### src/hdl/lavm_pkg.sv
// Shared types, widths and state encodings for the look-at view matrix block.
// No dependencies; used by every other file in hdl.
`default_nettype none

package lavm_pkg;

    localparam int WORD_W     = 32;   // Q16.16 port word
    localparam int UNIT_W     = 18;   // normalised component, |v| <= 1.0
    localparam int ACC_W      = 64;   // exact Q32.32 sums and products
    localparam int QDEPTH_DEF = 2;

    localparam int SQR_STEPS   = 3;
    localparam int SQRT_STEPS  = 32;
    localparam int DIV_STEPS   = 17;
    localparam int CROSS_STEPS = 6;
    localparam int DOT_STEPS   = 9;
    localparam int ROW_LAST    = 3;

    typedef logic signed [WORD_W-1:0] word_t;
    typedef logic signed [UNIT_W-1:0] unit_t;
    typedef logic signed [ACC_W-1:0]  acc_t;

    typedef struct packed {
        logic [2:0][WORD_W-1:0] pos;
        logic [2:0][WORD_W-1:0] dir;
        logic [2:0][WORD_W-1:0] up;
        logic                   dir_zero;
    } item_t;

    typedef struct packed {
        logic done;
        logic ok;
    } norm_stat_t;

    typedef enum logic [2:0] {
        N_IDLE,
        N_SHIFT,
        N_SQR,
        N_SQRT,
        N_LOAD,
        N_DIV
    } norm_state_t;

    typedef enum logic [3:0] {
        B_IDLE,
        B_NZ_GO,
        B_NZ_WAIT,
        B_UZ,
        B_NX_GO,
        B_NX_WAIT,
        B_ZX,
        B_DOT,
        B_EMIT
    } back_state_t;

endpackage

`default_nettype wire

### src/hdl/lavm_front.sv
// Front end: takes request transfers, flags a zero look vector, queues items.
// Depends on lavm_pkg.
`default_nettype none

module lavm_front #(
    parameter int DEPTH = lavm_pkg::QDEPTH_DEF
) (
    input  wire logic                  clk,
    input  wire logic                  rst_n,
    input  wire logic                  start,
    output logic                       busy,
    input  wire logic [31:0]           pos_x,
    input  wire logic [31:0]           pos_y,
    input  wire logic [31:0]           pos_z,
    input  wire logic [31:0]           dir_x,
    input  wire logic [31:0]           dir_y,
    input  wire logic [31:0]           dir_z,
    input  wire logic [31:0]           up_x,
    input  wire logic [31:0]           up_y,
    input  wire logic [31:0]           up_z,
    input  wire logic                  pop,
    output logic                       q_valid,
    output lavm_pkg::item_t            item
);

    localparam int PW = (DEPTH > 1) ? $clog2(DEPTH) : 1;
    localparam int CW = $clog2(DEPTH + 1);

    lavm_pkg::item_t entry_reg [DEPTH];
    logic [PW-1:0]   wr_ptr_reg, wr_ptr_next;
    logic [PW-1:0]   rd_ptr_reg, rd_ptr_next;
    logic [CW-1:0]   count_reg, count_next;
    lavm_pkg::item_t in_item;
    logic            push;
    logic            pull;

    always_comb
    begin
        in_item.pos      = {pos_z, pos_y, pos_x};
        in_item.dir      = {dir_z, dir_y, dir_x};
        in_item.up       = {up_z, up_y, up_x};
        in_item.dir_zero = (dir_x == '0) && (dir_y == '0) && (dir_z == '0);
    end

    assign busy    = (count_reg == CW'(DEPTH));
    assign q_valid = (count_reg != '0);
    assign item    = entry_reg[rd_ptr_reg];
    assign push    = start && !busy;
    assign pull    = pop && q_valid;

    always_comb
    begin
        wr_ptr_next = wr_ptr_reg;
        rd_ptr_next = rd_ptr_reg;
        count_next  = count_reg;
        if (push)
        begin
            wr_ptr_next = (wr_ptr_reg == PW'(DEPTH - 1)) ? '0 : wr_ptr_reg + 1'b1;
        end
        if (pull)
        begin
            rd_ptr_next = (rd_ptr_reg == PW'(DEPTH - 1)) ? '0 : rd_ptr_reg + 1'b1;
        end
        if (push && !pull)
        begin
            count_next = count_reg + 1'b1;
        end
        else if (pull && !push)
        begin
            count_next = count_reg - 1'b1;
        end
    end

    always_ff @(posedge clk or negedge rst_n)
    begin
        if (!rst_n)
        begin
            wr_ptr_reg <= '0;
            rd_ptr_reg <= '0;
            count_reg  <= '0;
        end
        else
        begin
            wr_ptr_reg <= wr_ptr_next;
            rd_ptr_reg <= rd_ptr_next;
            count_reg  <= count_next;
        end
    end

    always_ff @(posedge clk)
    begin
        if (push)
        begin
            entry_reg[wr_ptr_reg] <= in_item;
        end
    end

endmodule

`default_nettype wire

### config.mk
export PLATFORM = sky130hd
export DESIGN_NAME = lavm_front
export DESIGN_NICKNAME = d
export VERILOG_FILES = /design/src/hdl/lavm_pkg.sv /design/src/hdl/lavm_front.sv
export SDC_FILE = /design/constraint.sdc
export NUM_CORES = 1
export LEC_CHECK = 0
export ABC_AREA = 1
export BUFFER_PORTS_ARGS = -buffer_cell sky130_fd_sc_hd__buf_2
export CORE_AREA = 3 3 227 229
export CTS_CLUSTER_DIAMETER = 200
export DETAILED_ROUTE_END_ITERATION = 10
export DIE_AREA = 0 0 230 232
export GPL_TIMING_DRIVEN = 0
export PLACE_DENSITY = 0.68
export SYNTH_ARGS = -nofsm -noshare
export SYNTH_HDL_FRONTEND = slang
export SYNTH_SLANG_ARGS = --single-unit
### constraint.sdc
create_clock -name clk -period 15.6 [get_ports clk]
set_clock_uncertainty 0.15 [all_clocks]
set_input_delay 0.78 -clock clk [delete_from_list [all_inputs] [get_ports clk]]
set_output_delay 0.78 -clock clk [all_outputs]
set_load 0.01 [all_outputs]
==> results.py <==
metrics = {
    "outcome": {
        "outcome": "finished clean",
    },
    "clock_tree": {
        "clock_path_buffers": 3,
        "cts.sinks": 582,
        "insertion_delay_ns": 0.59,
        "tritoncts": "yes",
        "clkTransAtPathRegs_ns": 0.06,
        "ctsHtreeMaxLevel": 2,
        "ctsRootBufferMaster": "clkbuf_16",
        "cts_inserted_buffers": 58,
    },
    "setup_path": {
        "worstPathRequired_ns": 14.67,
        "path_max_fanout": 10,
        "crit_top_cell": "nand2_1",
        "cp-end-kind": "output pin",
        "setup.worst_path.start_class": "flop",
        "arrival_ns": 2.35,
        "cp_top_family": "buffers and inverters",
        "worst_path_max_delay_cell": "clkbuf_1",
        "path_buf_inv": 4,
        "critical_path_class": "flop to output pin",
        "critical_path.max_stage_delay_ns": 0.55,
        "cp_cell_sequence": "inv_2 > buf_4 > clkbuf_1 > nand2_1 > nand2_1 > buf_2",
    },
    "global_routing": {
        "grt-ovfl-total": 0,
        "antenna_found_initial": 24,
        "grt_pass1_wl_mm": 82.8,
        "grt_max_degree": 33,
        "grt_usage_pct": 20.3,
        "first_global_vias": 14283,
    },
    "yosys": {
        "synth_warnings": 0,
        "ys_ff_latch": 582,
        "ys_seq_area_share_pct": 81.1,
        "syn_inst": 1619,
        "syn-num-nets": 1912,
        "synth_cell_types": 16,
        "syn_avg_cell_area_um2": 13.3,
        "synth_area_um2": 21500,
    },
    "placed_design": {
        "dpl.hpwl_mm": 41.5,
        "portBuffers": 582,
        "dp_slack_ns": 12.24,
        "gp_congestion": 0.826,
    },
    "final_layout": {
        "final_cell_mix": "891 x nand2_1, 610 x buf_2, 578 x edfxtp_1",
        "fillerInstances": 4097,
        "finish.net_count": 2577,
        "largest_reg_flops": 578,
        "drive_gt1_share_pct": 31.6,
        "final_common_cell": "nand2_1",
        "synthToLayoutAreaGrowth_pct": 28.3,
        "post-route-util_pct": 55.4,
    },
    "power_and_ir_drop": {
        "leakage_nw": 11.8,
        "power.density_nw_per_um2": 195,
        "power_mw": 5.37,
        "vdd_drop_max_v": 0.000125,
    },
    "drt": {
        "dr.pass1.iters": 5,
        "vias_per_cell": 4.76,
        "drt_wl_total_mm": 56.3,
        "wl_per_cell_um": 18.6,
        "drtIter0Drc": 909,
        "detail-route-antenna-nets": 0,
        "vias": 14372,
        "route.detailed.drc": 0,
    },
    "timing": {
        "setup_viol_count_final": 0,
        "period_share_pct": 21.1,
        "drv_slew": 0,
        "layout_setup_ws_ns": 12.32,
        "finalCriticalPeriod_ns": 3.28,
        "fmaxAchievable_mhz": 304,
        "maxSlewHeadroom_pct": 44.7,
        "worstMarginPinSlew_ns": 0.827,
        "rsz0062_at_grt": "false",
        "hold_viol_final": 0,
    },
    "run": {
        "cap_violations": 0,
    },
    "floorplan": {
        "coreArea_um2": 49900,
        "die_area_um2": 53400,
        "rows": 82,
        "boundaryPins": 583,
        "initial_utilization_pct": 43.2,
        "die_w_um": 230,
        "die_y_um": 232,
    },
    "hold_path": {
        "hold_path.class": "primary input to flop",
    },
}
logic make-up after synthesis:
| logic type | after synthesis | synth area share [%] |
|---|---|---|
| buffers and inverters | 69 | 1.85 |
| AOI/OAI and AO/OA | 3 | 0.0697 |
| xor gates and xnor gates | 3 | 0.122 |
| adders and majority gates | 1 | 0.0581 |
| DFF | 582 | 81.1 |
| and+or+nand+nor | 961 | 16.8 |
area by class of cell:
| class | count | area [um^2] | area share (%) |
|---|---|---|---|
| buffer | 64 | 380 | 1.38 |
| sequential | 582 | 17500 | 63.2 |
| clock inverter | 35 | 263 | 0.951 |
| timing repair buffer | 605 | 3410 | 12.3 |
| clock buffer | 71 | 1520 | 5.51 |
| antenna | 16 | 40.0 | 0.145 |
| tap | 672 | 841 | 3.04 |
| inverter | 5 | 18.8 | 0.0680 |
| multi-input combinational | 968 | 3690 | 13.3 |
worst paths after layout:
check | to | start | slack [ns] | depth (start not counted)
min in group asynchronous | rd_ptr_reg | rst_n | 0.43 | 2
setup / recovery | item[74] | rd_ptr_reg | 12.32 | 6
hold / removal | entry_reg[1][283] | pos_z[26] | 0.21 | 1
hold reg to reg | count_reg[0] | count_reg[0] | 0.38 | 1
max in group asynchronous | count_reg[0] | rst_n | 14.75 | 2
setup reg to reg | entry_reg[1][76] | count_reg[1] | 12.61 | 8
per-layer routing:
metal  up-vias  part of all wire (%)  GRT usage, %
li1       6821                     -             -
met3       120                   8.6          6.44
met2       529                    51          35.8
met1      6886                    37          23.3
met4        16                   3.0          7.09
met5         -                  0.17             0
worst reg2reg max path, delay by kind of cell (launching register included):
family	cells	cell delay [ns]
and+or+nand+nor	1	0.56
DFF	1	0.37
buffers and inverters	6	1.34
AOI/OAI and AO/OA	1	0.25
what timing repair did:
| action | 4_1_cts | 5_1_grt |
|---|---|---|
| gates resized for setup | 0 | 0 |
| buffers inserted | 0 | 0 |
| hold buffers | 1 | 0 |
| endpoints found under the hold margin | 4 | 0 |
Yosys cell counts:
master	count	area share, %
edfxtp_1	578	81
o21ai_0	2	0.046
buf_6	3	0.16
clkbuf_1	11	0.19
nand2_1	891	16
ha_1	1	0.058
buf_4	22	0.77
xor2_1	2	0.081
nand4_1	4	0.12
inv_1	4	0.070
buf_2	28	0.65
xnor2_1	1	0.041
nor2_1	66	1.2
inv_2	1	0.017
dfrtp_1	4	0.46
a21oi_1	1	0.023
metrics by stage:
stage	std cells	instance area (um^2)	TNS (ns)	hold WS, ns
2_1_floorplan	1619	21500	0	0.332
3_3_place_gp	2873	25300	-2959.20	0.351
3_5_place_dp	2895	25800	0	0.379
4_1_cts	3002	27600	0	0.166
5_1_grt	3013	27600	0	0.180
6_report	3018	27600	0	0.210
where the power goes:
part | leakage, nW | switching (mW) | internal (mW)
Sequential | 5.41 | 0.0750 | 2.13
Combinational | 5.53 | 1.24 | 0.622
Clock | 0.872 | 0.560 | 0.754
No activity file was read; power rests on OpenSTA's default activity.
