## src/hdl/lavm_pkg.sv

```systemverilog
// Shared types, widths and state encodings for the look-at view matrix block.
// No dependencies; used by every other file in hdl.
`default_nettype none

package lavm_pkg;

    localparam int WORD_W     = 32;   // Q16.16 port word
    localparam int UNIT_W     = 18;   // normalised component, |v| <= 1.0
    localparam int ACC_W      = 64;   // exact Q32.32 sums and products
    localparam int QDEPTH_DEF = 2;

    localparam int SQR_STEPS   = 3;
    localparam int SQRT_STEPS  = 32;
    localparam int DIV_STEPS   = 17;
    localparam int CROSS_STEPS = 6;
    localparam int DOT_STEPS   = 9;
    localparam int ROW_LAST    = 3;

    typedef logic signed [WORD_W-1:0] word_t;
    typedef logic signed [UNIT_W-1:0] unit_t;
    typedef logic signed [ACC_W-1:0]  acc_t;

    typedef struct packed {
        logic [2:0][WORD_W-1:0] pos;
        logic [2:0][WORD_W-1:0] dir;
        logic [2:0][WORD_W-1:0] up;
        logic                   dir_zero;
    } item_t;

    typedef struct packed {
        logic done;
        logic ok;
    } norm_stat_t;

    typedef enum logic [2:0] {
        N_IDLE,
        N_SHIFT,
        N_SQR,
        N_SQRT,
        N_LOAD,
        N_DIV
    } norm_state_t;

    typedef enum logic [3:0] {
        B_IDLE,
        B_NZ_GO,
        B_NZ_WAIT,
        B_UZ,
        B_NX_GO,
        B_NX_WAIT,
        B_ZX,
        B_DOT,
        B_EMIT
    } back_state_t;

endpackage

`default_nettype wire

```

## src/hdl/lavm_norm.sv

```systemverilog
// Iterative vector normaliser: block shift, sum of squares, integer square
// root, then one restoring division per component. Depends on lavm_pkg.
`default_nettype none

module lavm_norm (
    input  wire logic                    clk,
    input  wire logic                    rst_n,
    input  wire logic                    start,
    input  wire logic [2:0][63:0]        vin,
    output logic [2:0][17:0]             vout,
    output lavm_pkg::norm_stat_t         stat
);

    lavm_pkg::norm_state_t state_reg, state_next;
    logic [2:0][63:0]      mag_reg;
    logic [2:0]            neg_reg;
    logic [4:0]            cnt_reg;
    logic [1:0]            ci_reg;
    logic [61:0]           prod_reg;
    logic [63:0]           sum_reg;
    logic [63:0]           res_reg;
    logic [63:0]           bit_reg;
    logic [32:0]           rem_reg;
    logic [16:0]           qsh_reg;
    logic [2:0][17:0]      vout_reg;
    lavm_pkg::norm_stat_t  stat_reg;

    logic [63:0] or_all;
    logic        is_zero;
    logic        too_big;
    logic        too_small;
    logic [64:0] trial;
    logic        take;
    logic [47:0] num;
    logic [32:0] dtrial;
    logic        ge;
    logic [16:0] quot;
    logic        sqr_end;
    logic        sqrt_end;
    logic        div_end;
    lavm_pkg::norm_stat_t stat_c;

    always_comb
    begin
        or_all    = mag_reg[0] | mag_reg[1] | mag_reg[2];
        is_zero   = (or_all == '0);
        too_big   = |or_all[63:31];
        too_small = !or_all[30];
        trial     = {1'b0, res_reg} + {1'b0, bit_reg};
        take      = ({1'b0, sum_reg} >= trial);
        num       = {1'b0, mag_reg[ci_reg][30:0], 16'b0} + {17'b0, res_reg[31:1]};
        dtrial    = {rem_reg[31:0], qsh_reg[16]};
        ge        = (dtrial >= {1'b0, res_reg[31:0]});
        quot      = {qsh_reg[15:0], ge};
        sqr_end   = (cnt_reg == 5'(lavm_pkg::SQR_STEPS));
        sqrt_end  = (cnt_reg == 5'(lavm_pkg::SQRT_STEPS - 1));
        div_end   = (cnt_reg == 5'(lavm_pkg::DIV_STEPS - 1));
    end

    // next state
    always_comb
    begin
        state_next = state_reg;
        case (state_reg)
            lavm_pkg::N_IDLE:
            begin
                if (start)
                begin
                    state_next = lavm_pkg::N_SHIFT;
                end
            end
            lavm_pkg::N_SHIFT:
            begin
                if (is_zero)
                begin
                    state_next = lavm_pkg::N_IDLE;
                end
                else if (!too_big && !too_small)
                begin
                    state_next = lavm_pkg::N_SQR;
                end
            end
            lavm_pkg::N_SQR:
            begin
                if (sqr_end)
                begin
                    state_next = lavm_pkg::N_SQRT;
                end
            end
            lavm_pkg::N_SQRT:
            begin
                if (sqrt_end)
                begin
                    state_next = lavm_pkg::N_LOAD;
                end
            end
            lavm_pkg::N_LOAD:
            begin
                state_next = lavm_pkg::N_DIV;
            end
            lavm_pkg::N_DIV:
            begin
                if (div_end)
                begin
                    state_next = (ci_reg == 2'd2) ? lavm_pkg::N_IDLE : lavm_pkg::N_LOAD;
                end
            end
            default:
            begin
                state_next = lavm_pkg::N_IDLE;
            end
        endcase
    end

    // status outputs
    always_comb
    begin
        stat_c.done = 1'b0;
        stat_c.ok   = 1'b1;
        case (state_reg)
            lavm_pkg::N_SHIFT:
            begin
                if (is_zero)
                begin
                    stat_c.done = 1'b1;
                    stat_c.ok   = 1'b0;
                end
            end
            lavm_pkg::N_DIV:
            begin
                stat_c.done = div_end && (ci_reg == 2'd2);
            end
            default:
            begin
                stat_c.done = 1'b0;
            end
        endcase
    end

    always_ff @(posedge clk or negedge rst_n)
    begin
        if (!rst_n)
        begin
            state_reg <= lavm_pkg::N_IDLE;
            stat_reg  <= '0;
        end
        else
        begin
            state_reg <= state_next;
            stat_reg  <= stat_c;
        end
    end

    always_ff @(posedge clk)
    begin
        case (state_reg)
            lavm_pkg::N_IDLE:
            begin
                if (start)
                begin
                    for (int i = 0; i < 3; i++)
                    begin
                        mag_reg[i] <= vin[i][63] ? 64'(-vin[i]) : vin[i];
                        neg_reg[i] <= vin[i][63];
                    end
                end
            end
            lavm_pkg::N_SHIFT:
            begin
                if (too_big)
                begin
                    for (int i = 0; i < 3; i++)
                    begin
                        mag_reg[i] <= mag_reg[i] >> 1;
                    end
                end
                else if (too_small && !is_zero)
                begin
                    for (int i = 0; i < 3; i++)
                    begin
                        mag_reg[i] <= mag_reg[i] << 1;
                    end
                end
                cnt_reg <= '0;
                sum_reg <= '0;
            end
            lavm_pkg::N_SQR:
            begin
                // square issued one cycle, summed the next
                if (!sqr_end)
                begin
                    prod_reg <= mag_reg[cnt_reg[1:0]][30:0] * mag_reg[cnt_reg[1:0]][30:0];
                end
                if (cnt_reg != '0)
                begin
                    sum_reg <= sum_reg + {2'b0, prod_reg};
                end
                if (sqr_end)
                begin
                    cnt_reg <= '0;
                    res_reg <= '0;
                    bit_reg <= 64'h4000_0000_0000_0000;
                end
                else
                begin
                    cnt_reg <= cnt_reg + 1'b1;
                end
            end
            lavm_pkg::N_SQRT:
            begin
                if (take)
                begin
                    sum_reg <= sum_reg - trial[63:0];
                    res_reg <= (res_reg >> 1) + bit_reg;
                end
                else
                begin
                    res_reg <= res_reg >> 1;
                end
                bit_reg <= bit_reg >> 2;
                cnt_reg <= sqrt_end ? '0 : cnt_reg + 1'b1;
                ci_reg  <= '0;
            end
            lavm_pkg::N_LOAD:
            begin
                // quotient fits in 17 bits, so the top of the dividend is already below L
                rem_reg <= {2'b0, num[47:17]};
                qsh_reg <= num[16:0];
                cnt_reg <= '0;
            end
            lavm_pkg::N_DIV:
            begin
                rem_reg <= ge ? dtrial - {1'b0, res_reg[31:0]} : dtrial;
                qsh_reg <= quot;
                cnt_reg <= cnt_reg + 1'b1;
                if (div_end)
                begin
                    vout_reg[ci_reg] <= neg_reg[ci_reg] ? 18'(-{1'b0, quot}) : {1'b0, quot};
                    ci_reg           <= ci_reg + 1'b1;
                end
            end
            default:
            begin
                cnt_reg <= '0;
            end
        endcase
    end

    assign vout = vout_reg;
    assign stat = stat_reg;

endmodule

`default_nettype wire

```

## config.mk

```make
export PLATFORM = sky130hd
export DESIGN_NAME = lavm_norm
export DESIGN_NICKNAME = d
export VERILOG_FILES = /design/src/hdl/lavm_pkg.sv /design/src/hdl/lavm_norm.sv
export SDC_FILE = /design/constraint.sdc
export NUM_CORES = 2
export LEC_CHECK = 0
export BUFFER_PORTS_ARGS = -buffer_cell sky130_fd_sc_hd__buf_2
export CAP_MARGIN = 20
export CORE_AREA = 2 2 371 373
export CTS_CLUSTER_SIZE = 16
export DETAILED_ROUTE_END_ITERATION = 6
export DIE_AREA = 0 0 373 375
export GPL_TIMING_DRIVEN = 0
export PLACE_DENSITY = 0.72
export SLEW_MARGIN = 20
export SYNTH_ARGS = -nofsm -noshare
export SYNTH_HDL_FRONTEND = slang
export SYNTH_SLANG_ARGS = --single-unit
```

## constraint.sdc

```tcl
create_clock -name clk -period 82.6 [get_ports clk]
set_input_delay 8.26 -clock clk [delete_from_list [all_inputs] [get_ports clk]]
set_output_delay 8.26 -clock clk [all_outputs]
set_load 0.005 [all_outputs]
```

==> run metrics <==
Lkg Pwr 32.7 nW; status complete, but fails checks; worst skew pair latency 0.68 ns; maximum clock rate 80.2 MHz; Max FO, Critical Path 10; worst slew pin tran 1.24 ns; Data required, critical path 83.00 ns; vias in the first global route 58100; most used cell, CP fa_1; RSZ-0062 raised after global routing false; # fillers 12300; drt initial violations 6462; gr ovfl total 0; maximum cell stage delay along the critical path 0.89 ns; Core Rows 136; CTS root buf clkbuf_16; clock sinks 531; DPL Wire Length 181 mm; I/O Buffers 250; Detail Route Antenna Nets 0; type of the tightest min-delay check flop to flop; Buf/Inv on CP 9; CTS Hold Buffers Added 0; Final Hold Fails 0; cts bufs inserted 67; crit share post-route 15.1%; Arr. time, crit path 12.88 ns; largest net degree at the start of global routing 62; Setup Buffers After CTS 0; Max-slew headroom 17.3%; Wirelength per Cell 23.1 um; fin area 73800 um^2; endpoints failing setup 0; placer's final routability congestion estimate 1.06; syn avg cell area 9.00 um^2; Nets 9328; Yosys cell types 82; initial core utilization 49.5%; Residual DRC 3; PwrDens 8.57 nW/um^2; antenna violations before repair 9; fraction of layout cells with a size suffix above 1 6.34%; synthesis-to-finish area growth 9.31%; slowest CP cell clkbuf_1; hold slack 0.557 ns; Tot GR Track Use 31.7%; type of origin of the critical path flop; Max Root-Sink Buffers 3; violated checks design-rule violations; Max Cap Violations 0; post-route minimum period 12.47 ns; Fin Setup TNS 0 ns; Yosys reg bits 531; VDD IR-drop max 0.0142 mV; most numerous cell in the Yosys netlist inv_1; first-pass GRT wire length 340 mm; net count after synthesis 8960; worst-case clock skew 0.0714 ns; post-cts resize count 0; Area contributors post-synth edfxtp_1, fa_1, ha_1, inv_1, nand2_1; max-slew violations 0; floorplan die height 375 um; Post-Syn Instances 7497; max FFs per register 192; placed cell areas 71500 um^2; top_reg_cell synth edfxtp_1; dominant cell type by area after synthesis edfxtp_1; core footprint 136000 um^2; Clk pin slew, worst setup/hold paths 0.05 ns; synth warn 0; vias 58100; register area share after synthesis 23.6%; synthesized cell area 67500 um^2; WS Path Type flop to flop; total die area 140000 um^2; DRT Pass-1 Iters 7; I/O pin count 251; final WL 224 mm; CP endpoint kind flop; TritonCTS clock tree built; Post-synth EDFFs 526; cell family with most CP delay adder cells; Commonest cells post-synth inv_1, nand2_1, fa_1; share of flip-flops with an asynchronous set or reset 0.942%; area share of the largest cell type after synthesis 23.4%; Die Wd 373 um; CTS H-Tree Depth 3; drt via density 5.98
-- final timing paths --
check	end	start	cells after the start	slack [ns]
setup / recovery	prod_reg[61]	cnt_reg[0]	32	70.13
hold / removal	mag_reg[51]	mag_reg[52]	2	0.56
setup reg to reg	prod_reg[61]	cnt_reg[0]	32	70.13
hold reg to reg	mag_reg[51]	mag_reg[52]	2	0.56
max in group asynchronous	state_reg[0]	rst_n	1	74.99
min in group asynchronous	stat[1]	rst_n	1	7.42
-- placed cells by master, fill, tap and decap left out, types with 68 or more instances in the layout --
| master | synthesis | routed |
|---|---|---|
| a211oi_1 | 72 | 71 |
| a21oi_1 | 291 | 283 |
| nand4_1 | 80 | 80 |
| a21o_1 | 173 | 173 |
| inv_1 | 1056 | 1056 |
| nor3_1 | 84 | 83 |
| mux2i_1 | 74 | 74 |
| o31ai_1 | 78 | 78 |
| nor4_1 | 80 | 80 |
| a31oi_1 | 162 | 162 |
| nand2_1 | 880 | 880 |
| clkbuf_1 | 263 | 270 |
| buf_2 | 2 | 282 |
| ha_1 | 511 | 511 |
| xnor2_1 | 297 | 297 |
| fa_1 | 757 | 757 |
| edfxtp_1 | 526 | 526 |
| nand3_1 | 74 | 74 |
| o21ai_0 | 407 | 407 |
| nor2_1 | 686 | 684 |
| clkbuf_16 | 0 | 68 |
| xor2_1 | 252 | 252 |
-- cells by family after synthesis --
logic type | count (synthesis) | synth area share (%)
AND/OR/NAND/NOR | 2261 | 15.1
AO/OA/AOI/OAI | 1442 | 13.5
flip-flops | 531 | 23.6
buffers and inverters | 1365 | 7.60
adder cells (fa/ha/maj) | 1268 | 31.9
multiplexers | 81 | 1.21
XOR/XNOR | 549 | 7.12
-- through the flow --
step                      setup WS [ns]  util (%)  power [W]  std cells
after global routing              69.78      54.1   0.000648       9714
final                             70.13      54.1   0.000632       9715
after global placement            29.86      52.1   0.000331       9541
after CTS                         70.47      54.1   0.000636       9709
after detailed placement          69.87      52.5   0.000332       9589
after floorplan                   42.98         -   0.000317       7497
-- power breakdown --
part	switching, W	internal, W
sequential	0	0.000295
combinational	0.0000196	0.0000130
clock	0.000126	0.000179
-- layer usage --
layer  wire length, um  part of all wire, %  up-vias  GRT usage [%]
li1                  -                    -    25900              -
met1             87600                   39    28200           41.0
met3             23300                   10      697           7.09
met2             99500                   44     3157           49.8
met4             13800                  6.2       10           16.4
met5               134                0.060        -          0.446
-- worst min-delay path: stages (launching register included) --
cell and delay, ns:
edfxtp_1 0.34, nand2_1 0.05, o21ai_0 0.06
-- layout make-up --
class | count | area, um^2 | share of cell area (%)
repair buffers | 299 | 1690 | 2.29
well taps | 1794 | 2240 | 3.04
clock buffers | 79 | 1750 | 2.38
diodes | 5 | 12.5 | 0.0170
flip-flops and latches | 531 | 15900 | 21.6
multi-input cells | 5601 | 46500 | 63.0
plain buffers | 300 | 1140 | 1.54
clock inverters | 41 | 508 | 0.688
inverters | 1065 | 4000 | 5.42
No activity file was read; power rests on OpenSTA's default activity.
